===== src/rtl/apif_pkg.sv =====
// ----------------------------------------------------------------------------
// All-pole IIR filter package
// Shared constants, field codes, state encoding and the control structs that
// pass between the sequencer and the multiply-round unit.
// ----------------------------------------------------------------------------
`default_nettype none

package apif_pkg;

    // Default sizes for the top-level parameters.
    localparam int MAX_ORDER_DEF    = 32;
    localparam int SAMPLE_WIDTH_DEF = 24;
    localparam int COEF_WIDTH_DEF   = 24;

    // Delay words are always 32-bit; coefficients carry four integer bits.
    localparam int DELAY_WIDTH   = 32;
    localparam int COEF_INT_BITS = 4;
    // Width of a rounded product of a coefficient and a delay-width operand.
    localparam int RND_W         = DELAY_WIDTH + COEF_INT_BITS + 1;

    // Field widths fixed by the item format.
    localparam int MODE_W     = 2;
    localparam int COEF_IDX_W = 6;
    localparam int CFG_IDX_W  = 2;
    localparam int CFG_DATA_W = 6;

    typedef enum logic [MODE_W-1:0] {
        MODE_SAMPLE = 2'd0,
        MODE_COEF   = 2'd1,
        MODE_CLEAR  = 2'd2
    } mode_t;

    typedef enum logic [CFG_IDX_W-1:0] {
        CFG_ORDER      = 2'd0,
        CFG_TRANSPOSED = 2'd1
    } cfg_reg_t;

    typedef enum logic [2:0] {
        ST_IDLE,
        ST_GAIN,
        ST_WAIT,
        ST_TAPS,
        ST_DRAIN,
        ST_FINISH
    } state_t;

    // Operation entering the multiply-round unit.
    typedef struct packed {
        logic vld;
        logic gain;
    } mac_ctl_t;

    // Status of the multiply-round unit.
    typedef struct packed {
        logic vld;   // result stage holds a finished product
        logic gain;  // that product is the gained input
        logic clip;  // the feedback product was clipped to 32 bits
        logic busy;  // the product stage is occupied
    } mac_stat_t;

endpackage

`default_nettype wire


===== src/rtl/apif_mac.sv =====
// ----------------------------------------------------------------------------
// Shared multiply-round unit
// Two-stage pipeline: a signed coefficient times a 32-bit operand, then
// round half up to an integer and clip to a 32-bit term.
// ----------------------------------------------------------------------------
`default_nettype none

module apif_mac
    import apif_pkg::*;
#(
    parameter int COEF_WIDTH = COEF_WIDTH_DEF
) (
    input  wire logic                            aclk,
    input  wire logic                            aresetn,
    input  wire mac_ctl_t                        ctl,
    input  wire logic signed [COEF_WIDTH-1:0]    coef,
    input  wire logic signed [DELAY_WIDTH-1:0]   opd,
    output mac_stat_t                            stat,
    output logic signed      [RND_W-1:0]         rnd_out,
    output logic signed      [DELAY_WIDTH-1:0]   term_out
);

    localparam int FRAC = COEF_WIDTH - COEF_INT_BITS;
    localparam int PW   = COEF_WIDTH + DELAY_WIDTH;
    localparam logic signed [PW:0] HALF = (PW+1)'(64'd1 << (FRAC - 1));
    localparam logic signed [DELAY_WIDTH-1:0] TMAX = {1'b0, {(DELAY_WIDTH-1){1'b1}}};
    localparam logic signed [DELAY_WIDTH-1:0] TMIN = {1'b1, {(DELAY_WIDTH-1){1'b0}}};

    mac_ctl_t                       ctl1_reg;
    mac_ctl_t                       ctl2_reg;
    logic signed [PW-1:0]           prod_reg;
    logic signed [PW:0]             rsum;
    logic signed [RND_W-1:0]        rnd;
    logic                           rclip;
    logic signed [DELAY_WIDTH-1:0]  rterm;
    logic signed [RND_W-1:0]        rnd_reg;
    logic signed [DELAY_WIDTH-1:0]  term_reg;
    logic                           clip_reg;

    always_ff @(posedge aclk) begin
        if (!aresetn) begin
            ctl1_reg <= '0;
            ctl2_reg <= '0;
        end else begin
            ctl1_reg <= ctl;
            ctl2_reg <= ctl1_reg;
        end
    end

    // Floor of (p + half) / 2^FRAC is an arithmetic shift after the add.
    always_comb begin
        rsum  = (PW+1)'(prod_reg) + HALF;
        rnd   = rsum[PW:FRAC];
        rclip = !((&rnd[RND_W-1:DELAY_WIDTH-1]) || !(|rnd[RND_W-1:DELAY_WIDTH-1]));
        if (rclip) begin
            rterm = rnd[RND_W-1] ? TMIN : TMAX;
        end else begin
            rterm = rnd[DELAY_WIDTH-1:0];
        end
    end

    always_ff @(posedge aclk) begin
        prod_reg <= PW'(coef) * PW'(opd);
        rnd_reg  <= rnd;
        term_reg <= rterm;
        clip_reg <= rclip && !ctl1_reg.gain;
    end

    assign stat.vld  = ctl2_reg.vld;
    assign stat.gain = ctl2_reg.gain;
    assign stat.clip = clip_reg;
    assign stat.busy = ctl1_reg.vld;
    assign rnd_out   = rnd_reg;
    assign term_out  = term_reg;

endmodule

`default_nettype wire


===== config.mk =====
export PLATFORM = sky130hd
export DESIGN_NAME = apif_mac
export DESIGN_NICKNAME = d
export VERILOG_FILES = /design/src/rtl/apif_pkg.sv /design/src/rtl/apif_mac.sv
export SDC_FILE = /design/constraint.sdc
export NUM_CORES = 2
export LEC_CHECK = 0
export ABC_AREA = 1
export BUFFER_PORTS_ARGS = -buffer_cell sky130_fd_sc_hd__buf_2
export CAP_MARGIN = 0
export CELL_PAD_IN_SITES_DETAIL_PLACEMENT = 1
export CELL_PAD_IN_SITES_GLOBAL_PLACEMENT = 1
export CORE_ASPECT_RATIO = 0.8
export CORE_UTILIZATION = 45
export CTS_CLUSTER_DIAMETER = 80
export DETAILED_ROUTE_END_ITERATION = 10
export PLACE_DENSITY = 0.9
export SLEW_MARGIN = 20
export SYNTH_ARGS = -nofsm -noshare
export SYNTH_HDL_FRONTEND = slang
export SYNTH_SLANG_ARGS = --single-unit

===== constraint.sdc =====
create_clock -name aclk -period 5.8 [get_ports aclk]
set_input_delay 0 -clock aclk [delete_from_list [all_inputs] [get_ports aclk]]
set_output_delay 0 -clock aclk [all_outputs]
set_load 0.02 [all_outputs]

==> flow_summary.yaml <==
status:
  status: "complete, but fails checks"
  violations: "setup timing"
cts:
  cts-buffers-inserted: 9
  cts_htree_levels: 3
  insertion_delay_ns: 0.37
  clk_pin_slew_ns: 0.08
  clock_path_buffers: 2
  tritoncts: "built"
  cts_sinks: 111
  root_buffer: "clkbuf_16"
timing:
  rsz0062_at_grt: "yes"
  setup_slack_ns: -1.97
  worst-slew-pin-transition_ns: 1.20
  fin_crit_ns: 7.77
  slew_viol_final: 0
  hold_viol: 0
  fin_skew_ns: 0.0167
  max_slew_margin_pct: 19.2
  min_period_over_period_pct: 134
  setup_viol: 37
  fmax_ghz: 0.129
synth:
  syn-num-nets: 5064
  seq_area_frac_synth_pct: 6.95
  synthArstFlopShare_pct: 0
  synth-edff-count: 0
  avgSynthCellArea_um2: 7.84
  netlist_area_um2: 32000
  ys_warn_count: 0
  synth-seq-cells: 111
  synthCells: 4075
  synth_flop_cell: "dfxtp_1"
  synth_cell_type_count: 34
critical_path:
  worst-setup-path-type: "in -> reg"
  cp_max_fo: 17
  cp-start-kind: "input pin"
  slowest_delay_ns: 0.98
  crit_family: "adder cells"
  cp_common_cell: "fa_1"
  critPathRequiredTime_ns: 6.11
  slowest_stage: "fa_1"
  end_kind: "flop"
  worst-path-buf-inv: 8
  reg2reg_slack_ns: 2.76
  cp.arrival_ns: 8.09
final_layout:
  drive_gt1_share_pct: 21.4
  final_cell_mix: "inv_1 (1228), nand2_1 (1024), fa_1 (735)"
  nets: 5478
  fin_util_pct: 55.9
  area_growth_pct: 23.0
  layout_commonest_cell: "inv_1"
floorplan:
  die_h_um: 240
  die_x_um: 300
  die-area_um2: 72100
  start_util_pct: 45.5
  ios: 133
  row_count: 87
  core-area_um2: 70300
grt:
  grt_max_degree: 33
  grt_util_all_layers_pct: 36.7
  antenna_found_initial: 15
  grt_pass1_wl_um: 199000
  overflow: 0
  grt_pass1_vias: 34900
placed_design:
  place.port_buffers: 132
  gp_congestion: 0.944
  hpwl_um: 109000
drt:
  drtIter0Drc: 4021
  postRouteAntennaNets: 0
  route.detailed.drc: 0
  vias: 33300
  wire_per_inst_um: 32.4
  drt_first_pass_iters: 8
  wirelength_um: 176000
  vias_per_cell: 6.14
job:
  cap_violations: 0
hold_path:
  hold_class: "reg -> reg"
[layout make-up]
cell class	count	area, um2
Sequential cell	111	2220
Clock inverter	6	62.6
Multi-Input combinational cell	2529	26100
Antenna cell	5	12.5
Timing Repair Buffer	547	4640
Inverter	1291	4860
Clock buffer	10	229
Fill cell	8504	31000
Tap cell	934	1170
[synth_stat cells (2+ instances only)]
master,count,area [um2]
and3_1,4,25.0
a21o_1,3,22.5
nand2_1,1095,4110
xnor2_1,32,280
xor2_1,32,280
nor2_1,175,657
nand4_1,17,106
a31oi_1,2,12.5
or2_2,7,43.8
o21a_1,2,15.0
o21bai_1,10,75.1
nand3_1,52,260
fa_1,782,15700
nor2_4,4,45.0
buf_6,3,33.8
nand2_2,6,37.5
a21oi_1,73,365
o21ai_0,47,235
inv_1,1290,4840
nor2_2,4,25.0
ha_1,147,1840
nor3_1,16,80.1
dfxtp_1,111,2220
nand3_2,4,40.0
a21boi_0,3,22.5
nor4_1,6,37.5
nand3b_1,2,15.0
buf_4,5,37.5
clkbuf_1,136,510
[metrics by stage]
step                hold slack (ns)  worst slack (ns)  cells  cell area, um2  setup TNS [ns]
detailed placement            0.192            -0.923   5359           36400          -20.74
floorplan                    0.0935            0.0335   4075           32000               0
global placement              0.177            -0.480   5359           36400           -7.36
finish                        0.435             -1.97   5433           39300          -39.94
CTS                           0.416           -0.0158   5385           37200         -0.0158
global route                  0.458             -2.03   5429           39300          -41.80
[layer usage]
metal / vias up / GRT usage, % / share of wire [%]
met5: - / 0 / 0.18
met4: 22 / 27.4 / 13
met3: 1719 / 7.66 / 14
met2: 3285 / 64.7 / 43
met1: 16200 / 38.7 / 29
li1: 12100 / - / -
[repair_timing]
| action | in CTS | in global routing |
|---|---|---|
| pin swaps | 33 | 142 |
| gates cloned | 0 | 5 |
| hold buffers | 5 | 0 |
| endpoints found under the hold margin | 4 | 0 |
| resized for setup | 150 | 459 |
| setup buffers | 9 | 38 |
| endpoints found under the setup margin | 35 | 37 |
[final timing paths]
path / start / end / cells after the start
setup / recovery: coef[3] / prod_reg[48] / 25
hold / removal: ctl1_reg[0] / clip_reg / 1
setup reg to reg: prod_reg[19] / term_out[17] / 13
hold reg to reg: ctl1_reg[0] / clip_reg / 1
[cell families after synthesis]
group                    synth area share, %
AO/OA/AOI/OAI                           2.36
XOR/XNOR                                1.75
adder cells (fa/ha/maj)                 54.7
buffers and inverters                   17.0
flip-flops                              6.95
AND/OR/NAND/NOR                         17.2
[worst reg2reg max path: cells and delay by family, from the launching register on]
| kind | cells | cell delay [ns] |
|---|---|---|
| AND/OR/NAND/NOR | 11 | 1.95 |
| adder cells (fa/ha/maj) | 1 | 0.44 |
| buffers and inverters | 1 | 0.09 |
| flip-flops | 1 | 0.48 |
Power is left out: the tool's default activity adds up to more than one toggle a clock period on the data nets, which glitch-free logic cannot reach.
